**src/hw/rtl/pip_pkg.sv**
```systemverilog
`default_nettype none

package pip_pkg;

    // Default geometry of the vertex table and coordinates
    localparam int MAX_VERTICES_DEF = 8;
    localparam int COORD_WIDTH_DEF  = 32;

    // Fixed field widths
    localparam int INDEX_W = 3;
    localparam int COUNT_W = 4;

    // Vertex count after reset
    localparam logic [COUNT_W-1:0] COUNT_RESET = 4'd3;

    // Request kinds
    localparam logic KIND_WRITE = 1'b0;
    localparam logic KIND_TEST  = 1'b1;

    // Status of the shared multiply-accumulate unit
    typedef struct packed {
        logic done;     // accumulator holds the final difference this cycle
        logic gt_zero;  // difference is positive
        logic lt_zero;  // difference is negative
    } t_mac_stat;

endpackage

`default_nettype wire

```
**src/hw/rtl/pip_mac.sv**
```systemverilog
`default_nettype none

// Computes sign(L - R) where L = +/-(a0*b0) and R = +/-(a1*b1), with a and b
// unsigned magnitudes of W bits. One HxH multiplier handles the four half
// products of each operand pair, one per cycle; the partial product is
// registered and added on the next cycle.
module pip_mac
    import pip_pkg::*;
#(
    parameter int W = 33
) (
    input  wire logic         i_clk,
    input  wire logic         i_rst_n,
    input  wire logic         i_start,
    input  wire logic [W-1:0] i_a0,
    input  wire logic [W-1:0] i_b0,
    input  wire logic         i_sub0,
    input  wire logic [W-1:0] i_a1,
    input  wire logic [W-1:0] i_b1,
    input  wire logic         i_sub1,
    output t_mac_stat         o_stat
);

    localparam int H     = (W + 1) / 2;
    localparam int ACC_W = 2 * W + 1;

    logic [W-1:0]     r_a [2];
    logic [W-1:0]     r_b [2];
    logic [1:0]       r_sub;
    logic [2:0]       r_k;
    logic             r_busy;
    logic [2*H-1:0]   r_pp;
    logic [1:0]       r_pp_sh;
    logic             r_pp_sub;
    logic             r_pp_vld;
    logic             r_done;
    logic [ACC_W-1:0] r_acc;

    logic             sel_p;
    logic [H-1:0]     a_part;
    logic [H-1:0]     b_part;
    logic [ACC_W-1:0] pp_shifted;

    // Pick the operand pair and halves for this step
    always_comb begin
        sel_p  = r_k[2];
        a_part = r_k[1] ? H'(r_a[sel_p] >> H) : r_a[sel_p][H-1:0];
        b_part = r_k[0] ? H'(r_b[sel_p] >> H) : r_b[sel_p][H-1:0];
        pp_shifted = ACC_W'(r_pp) << (H * int'(r_pp_sh));
    end

    // Step through the partial products and accumulate
    always_ff @(posedge i_clk) begin
        if (!i_rst_n) begin
            r_busy   <= 1'b0;
            r_pp_vld <= 1'b0;
            r_done   <= 1'b0;
        end else begin
            r_done <= r_pp_vld && !r_busy;
            if (i_start) begin
                r_a[0]   <= i_a0;
                r_b[0]   <= i_b0;
                r_a[1]   <= i_a1;
                r_b[1]   <= i_b1;
                r_sub    <= {i_sub1, i_sub0};
                r_k      <= 3'd0;
                r_busy   <= 1'b1;
                r_pp_vld <= 1'b0;
                r_acc    <= '0;
            end else begin
                r_pp_vld <= r_busy;
                if (r_busy) begin
                    r_pp     <= a_part * b_part;
                    r_pp_sh  <= 2'(r_k[1]) + 2'(r_k[0]);
                    r_pp_sub <= r_sub[sel_p];
                    r_k      <= r_k + 3'd1;
                    if (r_k == 3'd7) begin
                        r_busy <= 1'b0;
                    end
                end
                if (r_pp_vld) begin
                    r_acc <= r_pp_sub ? r_acc - pp_shifted : r_acc + pp_shifted;
                end
            end
        end
    end

    assign o_stat.done    = r_done;
    assign o_stat.lt_zero = r_acc[ACC_W-1];
    assign o_stat.gt_zero = !r_acc[ACC_W-1] && (r_acc != '0);

endmodule

`default_nettype wire

```
**config.mk**
```make
export PLATFORM = sky130hd
export DESIGN_NAME = pip_mac
export DESIGN_NICKNAME = d
export VERILOG_FILES = /design/src/hw/rtl/pip_pkg.sv /design/src/hw/rtl/pip_mac.sv
export SDC_FILE = /design/constraint.sdc
export NUM_CORES = 1
export LEC_CHECK = 0
export BUFFER_PORTS_ARGS = -buffer_cell sky130_fd_sc_hd__buf_2
export CORE_MARGIN = 4
export CORE_UTILIZATION = 55
export DETAILED_ROUTE_END_ITERATION = 12
export PLACE_DENSITY = 0.73
export SETUP_SLACK_MARGIN = 0.02
export SYNTH_ARGS = -nofsm -noshare
export SYNTH_HDL_FRONTEND = slang
export SYNTH_SLANG_ARGS = --single-unit
```
**constraint.sdc**
```tcl
create_clock -name i_clk -period 10.3 [get_ports i_clk]
set_clock_uncertainty 0.2 [all_clocks]
set_input_delay 2.06 -clock i_clk [delete_from_list [all_inputs] [get_ports i_clk]]
set_output_delay 2.06 -clock i_clk [all_outputs]
set_load 0.01 [all_outputs]
```
# Yosys cells after proc, flatten, opt, wreduce, memory -nomap -nowiden
# Memories as Yosys holds them, arrays and structs flattened. A register that Yosys moved wholly into a read port is not among the register bits.
# Index checks and enable logic that the tools add are counted.
# W data, S select, Z words.
# classes
n_div	0
n_eq_ne	1
n_addsub	4
muxes	17
shift	1
n_reduce_logical	12
order_cmp	1
mul	2
bitwise_logic	2
# ops
op	count
$mux W67	2
$add A67 B67 Y67	1
$reduce_bool A67 Y1	1
$shl A34 B7 Y67	1
$sub A67 B67 Y67	1
$mul A17 B17 Y34	1
$mux W17	2
$mux W1	12
$mul A5 B2 Y7 const A	1
$reduce_and A2 Y1	3
$reduce_bool A2 Y1	2
$add A3 B1 Y3 const B	1
$eq A3 B3 Y1 const B	1
$mux W3	1
$reduce_and A3 Y1	1
$add A1 B1 Y2	1
$logic_and A1 B1 Y1	2
$logic_not A1 Y1	2
$lt A1 B2 Y1 const B	1
$not A1 Y1	2
$reduce_or A2 Y1	1
# word_totals
rom_bits	0
latch_bits	0
in_bits	137
mem_bits_rw	132
mem_count	2
elab_cells	51
ff_bits	112
# mem_list
memory	words	width	rd	rd_ports_with_merged_regs	wr	line	source
r_a	2	33	1	1	2	pip_mac.sv:27	logic [W-1:0] r_a [2];
r_b	2	33	1	1	2	pip_mac.sv:28	logic [W-1:0] r_b [2];

# Longest topological paths before layout
# Gate-level depths: netlist (run 1).
# depth
word_depth	5
mapped_depth	28
ltp_nobuf	26

# Worst setup path after synthesis (run 1)
# OpenSTA, ideal clock, no wires.
# synth_timing
path_kind	flip-flop to flip-flop
start	register with a tool-made name
end	register r_pp[30], data pin
arrival_ns	7.263
setup_slack_ns	2.579
path_stages_with_launch	25
t_required_ns	9.842
n_path_buf	2
path_cell_list	dfxtp_1 buf_1 mux2_2 o21ai_1 clkbuf_1 nor2_1 fa_1 inv_1 fa_1 fa_1 inv_1 fa_1 fa_1 inv_1 fa_1 inv_1 ha_1 and3_1 a2111oi_0 o22ai_1 a2111oi_0 o31a_1 o31ai_1 a31oi_1 xnor2_1
# synth_lines
item	line	source
end signal, assigned	pip_mac.sv:73	r_pp <= a_part * b_part;
end, declared	pip_mac.sv:32	logic [2*H-1:0] r_pp;

# Worst setup path after layout (run 1)
# layout_timing
start	register r_k[0]
end	register r_pp[30], data pin
# layout_via
elab_chain_len	2
# layout_rtl
item	line	source
start, declared	pip_mac.sv:30	logic [2:0] r_k;
start signal, assigned	pip_mac.sv:76	r_k <= r_k + 3'd1;
$mux W17	pip_mac.sv:48	b_part = r_k[0] ? H'(r_b[sel_p] >> H) : r_b[sel_p][H-1:0];
$mul A17 B17 Y34	pip_mac.sv:73	
# No other way between the ends.
# A chain may end at the register's enable or synchronous reset.

==> impl_metrics.tcl, run 1 <==
set metrics [dict create \
    avgSynthCellArea_sq_um 9.65 \
    r2r_cells 21 \
    maxCapViolCount 0 \
    crit_top_cell "fa_1" \
    nets 3191 \
    yosysMostFrequentCell "inv_1" \
    tightest_slew_ns 1.13 \
    slew_viol_final 0 \
    n_fill_cell 3739 \
    critical_path.max_stage_delay_ns 1.05 \
    die_y_um 221 \
    postPlaceCellArea_sq_um 26000 \
    cts_tree "done" \
    num_vias 19200 \
    cts_root_buffer "clkbuf_16" \
    yosysSeqAreaShare_pct 29.4 \
    dr.pass1.iters 6 \
    wl_per_cell_um 20.2 \
    synth_ff_type "edfxtp_1" \
    critPathSlowestCell "o21ai_1" \
    rsz0062_at_grt "false" \
    clockBufferDepth 3 \
    area_delta_synth_final_pct 8.26 \
    syn_nets 3116 \
    status "completed" \
    yosysWarnings 0 \
    hold_buffers 0 \
    slew-limit-headroom_pct 24.0 \
    rows 77 \
    grt_pass1_wl_um 105000 \
    crit_fanout 27 \
    grt_pass1_vias 20000 \
    grt_usage_pct 27.3 \
    fin_crit_ns 8.73 \
    cts-buffers-inserted 27 \
    worstPathArrival_ns 8.84 \
    tns_ns 0 \
    port_buffers 139 \
    worstPathCellList "o21ai_1, nor2b_1, fa_1, inv_1, fa_1, fa_1, inv_1, fa_1, fa_1, inv_1, fa_1, inv_1, ha_1, and3_1, a2111oi_0, o22ai_1, a2111oi_0, o31a_1, o31ai_1, a31oi_1, xnor2_1" \
    clk_pin_slew_worst_paths_ns 0.06 \
    synth_top_area_share_pct 29.1 \
    gp_congestion 0.985 \
    fmax_mhz 115 \
    drtIter0Drc 1384 \
    die_area_sq_um 48700 \
    r2r-start "r_k[0]$_SDFFCE_PP0P_" \
    hold_depth 2 \
    ios 140 \
    start_util_pct 56.0 \
    post-dp-hpwl_um 51700 \
    wl_um 66000 \
    grt_max_degree 88 \
    clkLatencyLatePin_ns 0.58 \
    synthTopCellsByCount "328 x inv_1, 279 x nand2_1, 241 x edfxtp_1" \
    drive_gt1_share_pct 10.0 \
    crit_path_end_kind "flip-flop" \
    multi_input_area_sq_um 15900 \
    yosysUniqueCellTypes 90 \
    hold_viol 0 \
    drtAntennaViolNets 0 \
    die_x_um 221 \
    crit_start "r_k[0]$_SDFFCE_PP0P_" \
    overflow 0 \
    hp-start "r_pp_vld$_SDFF_PP0_" \
    setup_viol 0 \
    crit_type "reg2reg" \
    htree_levels 1 \
    cp-start-kind "flip-flop" \
    synth_area_leaders "edfxtp_1 29%, fa_1 18%, ha_1 8.9%" \
    synthCells 2577 \
    hold_class "reg2reg" \
    min_period_over_period_pct 84.7 \
    cts_resized 0 \
    viasPerCell 5.88 \
    final_area_sq_um 26900 \
    synth_top_area_cell "edfxtp_1" \
    synth_async_sr_flop_share_pct 0 \
    drc_errors 0 \
    cp.required_ns 10.42 \
    clkSinkCount 245 \
    netlist_area_sq_um 24900 \
    coreArea_sq_um 44400 \
    cts_setup_buffers 0 \
    seq_area_sq_um 7320 \
    ys_seq_elements 245 \
    synth_edf_count 241 \
    antenna_found_initial 0 \
]
layout by cell type (no fill, tap or decap), types with 7 or more instances in the layout:
master,count
mux4_2,22
nand2b_1,16
o31ai_1,9
o21ai_1,28
or3_1,10
xnor2_1,78
mux2_2,14
xor2_1,49
a22oi_1,14
a21oi_1,128
nand4_1,27
nor3_1,38
nand2_1,279
o21bai_1,17
edfxtp_1,241
o22ai_1,10
nand3_1,27
and2_1,85
nor4_1,24
nor2b_1,50
nor2_1,220
o211ai_1,10
o21a_1,27
buf_4,21
a21o_1,37
a41oi_1,7
a31oi_1,12
o31a_1,9
a211oi_1,20
fa_1,225
and3_1,21
mux2i_1,28
ha_1,177
clkbuf_16,27
buf_2,139
o21ai_0,56
inv_1,328
metal layers:
metal  wire (um)  up-vias  global-route usage (%)
li1            -     8956                       -
met1       26800     9377                    34.6
met2       32400      699                    47.3
met3        3780      166                    3.78
met4        3010        0                    11.2
met5           0        -                       0
state kept, by name (all words and copies together), names as in the netlist, named ones only:
name	cells
r_a	66
r_acc	67
r_b	66
r_busy	1
r_done	1
r_k	3
r_pp	34
r_pp_sh	2
r_pp_sub	1
r_pp_vld	1
r_sub	2
final timing paths:
path | to | slack, ns
setup / recovery | r_pp[30]$_DFFE_PP_ | 1.57
hold / removal | r_done$_SDFF_PN0_ | 0.26
setup reg to reg | r_pp[30]$_DFFE_PP_ | 1.57
hold reg to reg | r_done$_SDFF_PN0_ | 0.26
logic make-up after synthesis:
kind of cell / count (synthesis) / synth area share (%)
xor+xnor: 127 / 4.47
simple gates: 836 / 16.1
fa+ha+maj: 402 / 27.0
flops: 245 / 29.4
mux: 71 / 4.09
buf+inv: 442 / 6.82
compound gates: 454 / 12.1
per-stage QoR:
| stage | hold WS [ns] | worst slack (ns) | util [%] | std cells |
|---|---|---|---|---|
| floorplan | 0.219 | 2.58 | - | 2577 |
| global placement | 0.230 | 1.87 | 58.6 | 3215 |
| detailed placement | 0.244 | 1.67 | 58.6 | 3215 |
| CTS | 0.255 | 1.63 | 60.6 | 3263 |
| global route | 0.268 | 1.26 | 60.6 | 3263 |
| finish | 0.258 | 1.57 | 60.6 | 3264 |
critical path: cells and delay by family (launching register included):
kind,cells,cell delay (ns)
XOR/XNOR,1,0.08
buffers and inverters,4,0.20
AO/OA/AOI/OAI,7,3.25
AND/OR/NAND/NOR,2,0.43
flip-flops,1,0.79
adder cells (fa/ha/maj),7,3.50
cell type report:
cell class,count,share of cell area (%)
multi-input cells,1890,58.9
flip-flops and latches,245,27.2
inverters,328,4.57
repair buffers,160,3.17
well taps,592,2.75
clock buffers,29,2.54
clock inverters,19,0.841
diodes,1,0.00930
Power of run 1 is left out: the tool's default activity adds up to more than one toggle a clock period on the data nets, which glitch-free logic cannot reach.
==> run 2: changes to the inputs <==
- clock period: 10.3 -> 8.9 ns (I/O delays scaled with it)
==> impl_metrics.tcl, run 2 (synthesis results as in run 1) <==
set metrics [dict create \
    status "completed" \
    dr.pass1.iters 6 \
    wl_per_cell_um 20.1 \
    slew-limit-headroom_pct 31.7 \
    port_buffers 139 \
    worstPathArrival_ns 8.50 \
    place_inst 3226 \
    grt_pass1_wl_um 106000 \
    crit_type "reg2reg" \
    coreArea_sq_um 44400 \
    final_util_pct 61.1 \
    nets 3204 \
    cts_root_buffer "clkbuf_16" \
    ios 140 \
    drive_gt1_share_pct 10.6 \
    hp-start "r_pp_vld$_SDFF_PP0_" \
    post-dp-hpwl_um 52200 \
    grt_usage_pct 27.5 \
    tightest_slew_ns 1.01 \
    largestRegisters "r_acc x67, r_a x66, r_b x66" \
    top_register "r_acc" \
    min_period_over_period_pct 94.1 \
    die_x_um 221 \
    grt_max_degree 83 \
    drc_errors 0 \
    cts-buffers-inserted 29 \
    die_area_sq_um 48700 \
    fmax_mhz 119 \
    drtAntennaViolNets 0 \
    crit_fanout 19 \
    clkSinkCount 245 \
    setup_viol 0 \
    final_cell_mix "328 x inv_1, 279 x nand2_1, 241 x edfxtp_1, 225 x fa_1, 220 x nor2_1" \
    area_delta_synth_final_pct 9.18 \
    largest_reg_flops 67 \
    antenna_found_initial 1 \
    hold_viol 0 \
    cts_tree "done" \
    rows 77 \
    instances_no_fill 3280 \
    n_fill_cell 3752 \
    viasPerCell 5.82 \
    slew_viol_final 0 \
    gp_congestion 0.969 \
    num_vias 19100 \
    die_y_um 221 \
    htree_levels 1 \
    final_common_cell "inv_1" \
    cp-start-kind "flip-flop" \
    hold_class "reg2reg" \
    cts_setup_buffers 0 \
    clockBufferDepth 3 \
    drtIter0Drc 1465 \
    clkLatencyLatePin_ns 0.58 \
    overflow 0 \
    crit_path_end_kind "flip-flop" \
    wl_um 65900 \
    clk_pin_slew_worst_paths_ns 0.06 \
    tns_ns 0 \
    rsz0062_at_grt "false" \
    cp.required_ns 9.03 \
    grt_pass1_vias 19700 \
    fin_crit_ns 8.38 \
    start_util_pct 56.0 \
    maxCapViolCount 0 \
]
==> run 2: cell count changes in the layout (fill, tap and decap cells not counted), moves of 2 or more <==
cell / delta
buf_4: +11
clkbuf_16: +2
clkinv_4: +4
bufinv_16: +3
clkinvlp_4: -2
clkbuf_1: +2
clkinv_1: -3
==> run 2: area by class of cell <==
| class | count | area (sq um) | share of cell area, % |
|---|---|---|---|
| Antenna cell | 1 | 2.50 | 0.00922 |
| Clock buffer | 33 | 741 | 2.73 |
| Clock inverter | 20 | 312 | 1.15 |
| Inverter | 328 | 1230 | 4.54 |
| Multi-Input combinational cell | 1890 | 15900 | 58.4 |
| Sequential cell | 245 | 7320 | 27.0 |
| Tap cell | 592 | 741 | 2.73 |
| Timing Repair Buffer | 171 | 936 | 3.45 |
==> run 2: worst paths after layout <==
| kind | end | slack (ns) | cells past startpoint |
|---|---|---|---|
| worst min-delay path | r_done$_SDFF_PN0_ | 0.27 | 2 |
| worst max register to register | r_pp[30]$_DFFE_PP_ | 0.52 | 22 |
| worst max-delay path | r_pp[30]$_DFFE_PP_ | 0.52 | 22 |
| worst min register to register | r_done$_SDFF_PN0_ | 0.27 | 2 |
==> run 2: stage by stage <==
stage               hold WS (ns)  setup WS (ns)  instance area [sq um]
floorplan                  0.219           1.18                  24900
global placement           0.225          0.493                  26100
detailed placement         0.254          0.307                  26100
CTS                        0.261          0.359                  27100
global route               0.268         0.0571                  27100
finish                     0.269          0.521                  27100
==> run 2: worst max-delay path, cell delays in order, from the launching register on <==
cell       delay [ns]
dfxtp_2          0.77
buf_4            0.32
mux4_2           0.72
nor2b_1          0.23
fa_1             0.53
inv_1            0.05
fa_1             0.46
fa_1             0.52
inv_1            0.05
fa_1             0.49
fa_1             0.50
inv_1            0.06
fa_1             0.52
inv_1            0.04
ha_1             0.34
and3_1           0.20
a2111oi_0        0.45
o22ai_1          0.23
a2111oi_1        0.68
o31a_1           0.30
o31ai_1          0.15
a31oi_1          0.22
xnor2_1          0.09
==> run 2: per-layer routing <==
metal	GRT usage, %	wire (um)	vias to the layer above
li1	-	-	8990
met3	3.43	3450	170
met1	34.7	26800	9246
met2	47.9	32200	688
met4	11.6	3410	0
met5	0	0	-
==> run 2: timing repair <==
item	CTS	global route
gates resized for setup	0	1
hold buffers	0	0
setup endpoints to repair	0	4
Power of run 2 is left out for the same reason.
==> run 3: changes to the inputs <==
- ABC_AREA: not set -> 1
- TNS_END_PERCENT: not set -> 100
==> impl_metrics.tcl, run 3 <==
set metrics [dict create \
    status "completed" \
    drc_errors 0 \
    drtIter0Drc 2043 \
    whs_endpoint "r_done$_SDFF_PN0_" \
    coreArea_sq_um 47600 \
    dp_slack_ns 0.825 \
    die_area_sq_um 51600 \
    crit_path_end_kind "flip-flop" \
    yosysMostFrequentCell "nand2_1" \
    crit_type "reg2reg" \
    worst_hold_slack_ns 0.242 \
    drive_gt1_share_pct 7.77 \
    final_common_cell "nand2_1" \
    slew_viol_final 0 \
    critPathSlowestCell "inv_2" \
    slew-limit-headroom_pct 27.3 \
    tns_ns 0 \
    r2r_cells 24 \
    largestRegisters "r_acc x67, r_a x66, r_b x66" \
    nets 4054 \
    yosysUniqueCellTypes 55 \
    worst_slack_ns 0.803 \
    synth_ff_type "edfxtp_1" \
    grt_pass1_vias 23400 \
    fmax_mhz 124 \
    synth_area_leaders "edfxtp_1 27%, fa_1 17%, nand2_1 11%" \
    cts_resized 0 \
    hold_buffers 0 \
    grt_max_degree 71 \
    synthCells 3403 \
    wl_per_cell_um 19.6 \
    grt_usage_pct 31.9 \
    cts_setup_buffers 0 \
    yosysSeqAreaShare_pct 27.7 \
    cp.buffers_inverters 6 \
    wl_um 81600 \
    gp_congestion 1.01 \
    clkSinkCount 245 \
    critical_path.max_stage_delay_ns 0.77 \
    hp-start "r_busy$_SDFF_PN0_" \
    num_vias 23300 \
    synthTopCellsByCount "808 x nand2_1, 609 x inv_1, 425 x nor2_1" \
    reg2reg_to "r_pp[27]$_DFFE_PP_" \
    hold_viol 0 \
    grt_pass1_wl_um 127000 \
    syn_nets 3942 \
    rsz0062_at_grt "false" \
    hold_class "reg2reg" \
    die_y_um 227 \
    viasPerCell 5.61 \
    cts_tree "done" \
    top_register "r_acc" \
    r2r_slack_ns 0.80 \
    final_cell_mix "808 x nand2_1, 607 x inv_1, 424 x nor2_1, 241 x edfxtp_1, 225 x fa_1" \
    diodes 0 \
    crit_fanout 66 \
    port_buffers 139 \
    rows 80 \
    synth_top_area_cell "edfxtp_1" \
    tightest_slew_ns 1.09 \
    synth_edf_count 241 \
    setup_viol 0 \
    clkLatencyLatePin_ns 0.58 \
    synth_async_sr_flop_share_pct 0 \
    area_delta_synth_final_pct 8.12 \
    largest_reg_flops 67 \
    dr.pass1.iters 5 \
    worstPathCellList "inv_2, nand2_1, a32oi_1, inv_1, nor2_1, fa_1, inv_1, fa_1, inv_1, fa_1, fa_1, fa_1, inv_1, fa_1, inv_1, ha_1, nand2_1, o21ai_0, a21oi_1, o21ai_1, a21oi_1, o21ai_1, a21oi_1, xnor2_1" \
    hold_depth 1 \
    cp.required_ns 9.02 \
    htree_levels 1 \
    clockBufferDepth 3 \
    maxCapViolCount 0 \
    cts_root_buffer "clkbuf_16" \
    overflow 0 \
    start_util_pct 55.5 \
    ys_seq_elements 245 \
    crit_top_cell "fa_1" \
    netlist_area_sq_um 26400 \
    worstPathArrival_ns 8.22 \
    cts-buffers-inserted 28 \
    ios 140 \
    yosysWarnings 0 \
    drtAntennaViolNets 0 \
    path_delay_family "adder cells" \
    avgSynthCellArea_sq_um 7.77 \
    min_period_over_period_pct 91.0 \
    synth_top_area_share_pct 27.4 \
    die_x_um 227 \
    antenna_found_initial 0 \
    cp-start-kind "flip-flop" \
    post-dp-hpwl_um 65900 \
    fin_crit_ns 8.10 \
    clk_pin_slew_worst_paths_ns 0.06 \
]
==> run 3: cell types whose count changed in the layout (fill, tap and decap cells not counted), moves of 69 or more <==
cell / delta
nand2_1: +529
and2_1: -84
a21oi_1: +69
o21ai_0: +83
inv_1: +279
nor2_1: +204
nand3_1: +115
==> run 3: cells by family (layout without fill, tap and decap cells) <==
family | Yosys count | after routing | synth area share (%)
compound gates | 462 | 462 | 9.98
xor+xnor | 83 | 83 | 2.75
fa+ha+maj | 402 | 402 | 25.4
buf+inv | 708 | 842 | 10.5
flops | 245 | 245 | 27.7
mux | 2 | 2 | 0.0852
simple gates | 1501 | 1501 | 23.6
==> run 3: metrics by stage <==
stage | instances | area [sq um] | utilization (%)
global route | 4152 | 28600 | 60.0
detailed placement | 4100 | 27700 | 58.1
CTS | 4152 | 28600 | 60.0
floorplan | 3403 | 26400 | -
global placement | 4100 | 27700 | 58.1
finish | 4152 | 28600 | 60.0
==> run 3: layout make-up <==
class | count | area (sq um)
well taps | 615 | 769
fillers | 4332 | 19100
repair buffers | 162 | 868
multi-input cells | 2450 | 16400
inverters | 628 | 2360
flip-flops and latches | 245 | 7320
clock buffers | 34 | 723
clock inverters | 18 | 186
==> run 3: worst max-delay path by stage <==
stage / end / slack, ns / cells after the start
floorplan: r_pp[27]$_DFFE_PP_ / 2.04 / 26
global placement: r_pp[27]$_DFFE_PP_ / 0.93 / 24
detailed placement: r_pp[27]$_DFFE_PP_ / 0.83 / 24
CTS: r_pp[27]$_DFFE_PP_ / 0.82 / 24
global route: r_pp[25]$_DFFE_PP_ / 0.27 / 25
finish: r_pp[27]$_DFFE_PP_ / 0.80 / 24
==> run 3: metal layers <==
layer  up-vias  wire (um)  GRT usage [%]
met1     11000      30700           38.0
met4         0       6430           19.8
li1      11100          -              -
met2       920      39700           55.3
met5         -          0              0
met3       308       4710           3.96
==> run 3: worst register-to-register path: stages (launching register included) <==
cell and delay [ns]:
dfxtp_2 0.32, inv_2 0.77, nand2_1 0.15, a32oi_1 0.70, inv_1 0.48, nor2_1 0.26, fa_1 0.43, inv_1 0.09
fa_1 0.39, inv_1 0.08, fa_1 0.42, fa_1 0.48, fa_1 0.54, inv_1 0.07, fa_1 0.48, inv_1 0.04
ha_1 0.36, nand2_1 0.12, o21ai_0 0.36, a21oi_1 0.08, o21ai_1 0.26, a21oi_1 0.18, o21ai_1 0.32, a21oi_1 0.13
xnor2_1 0.15
Power of run 3 is left out for the same reason.
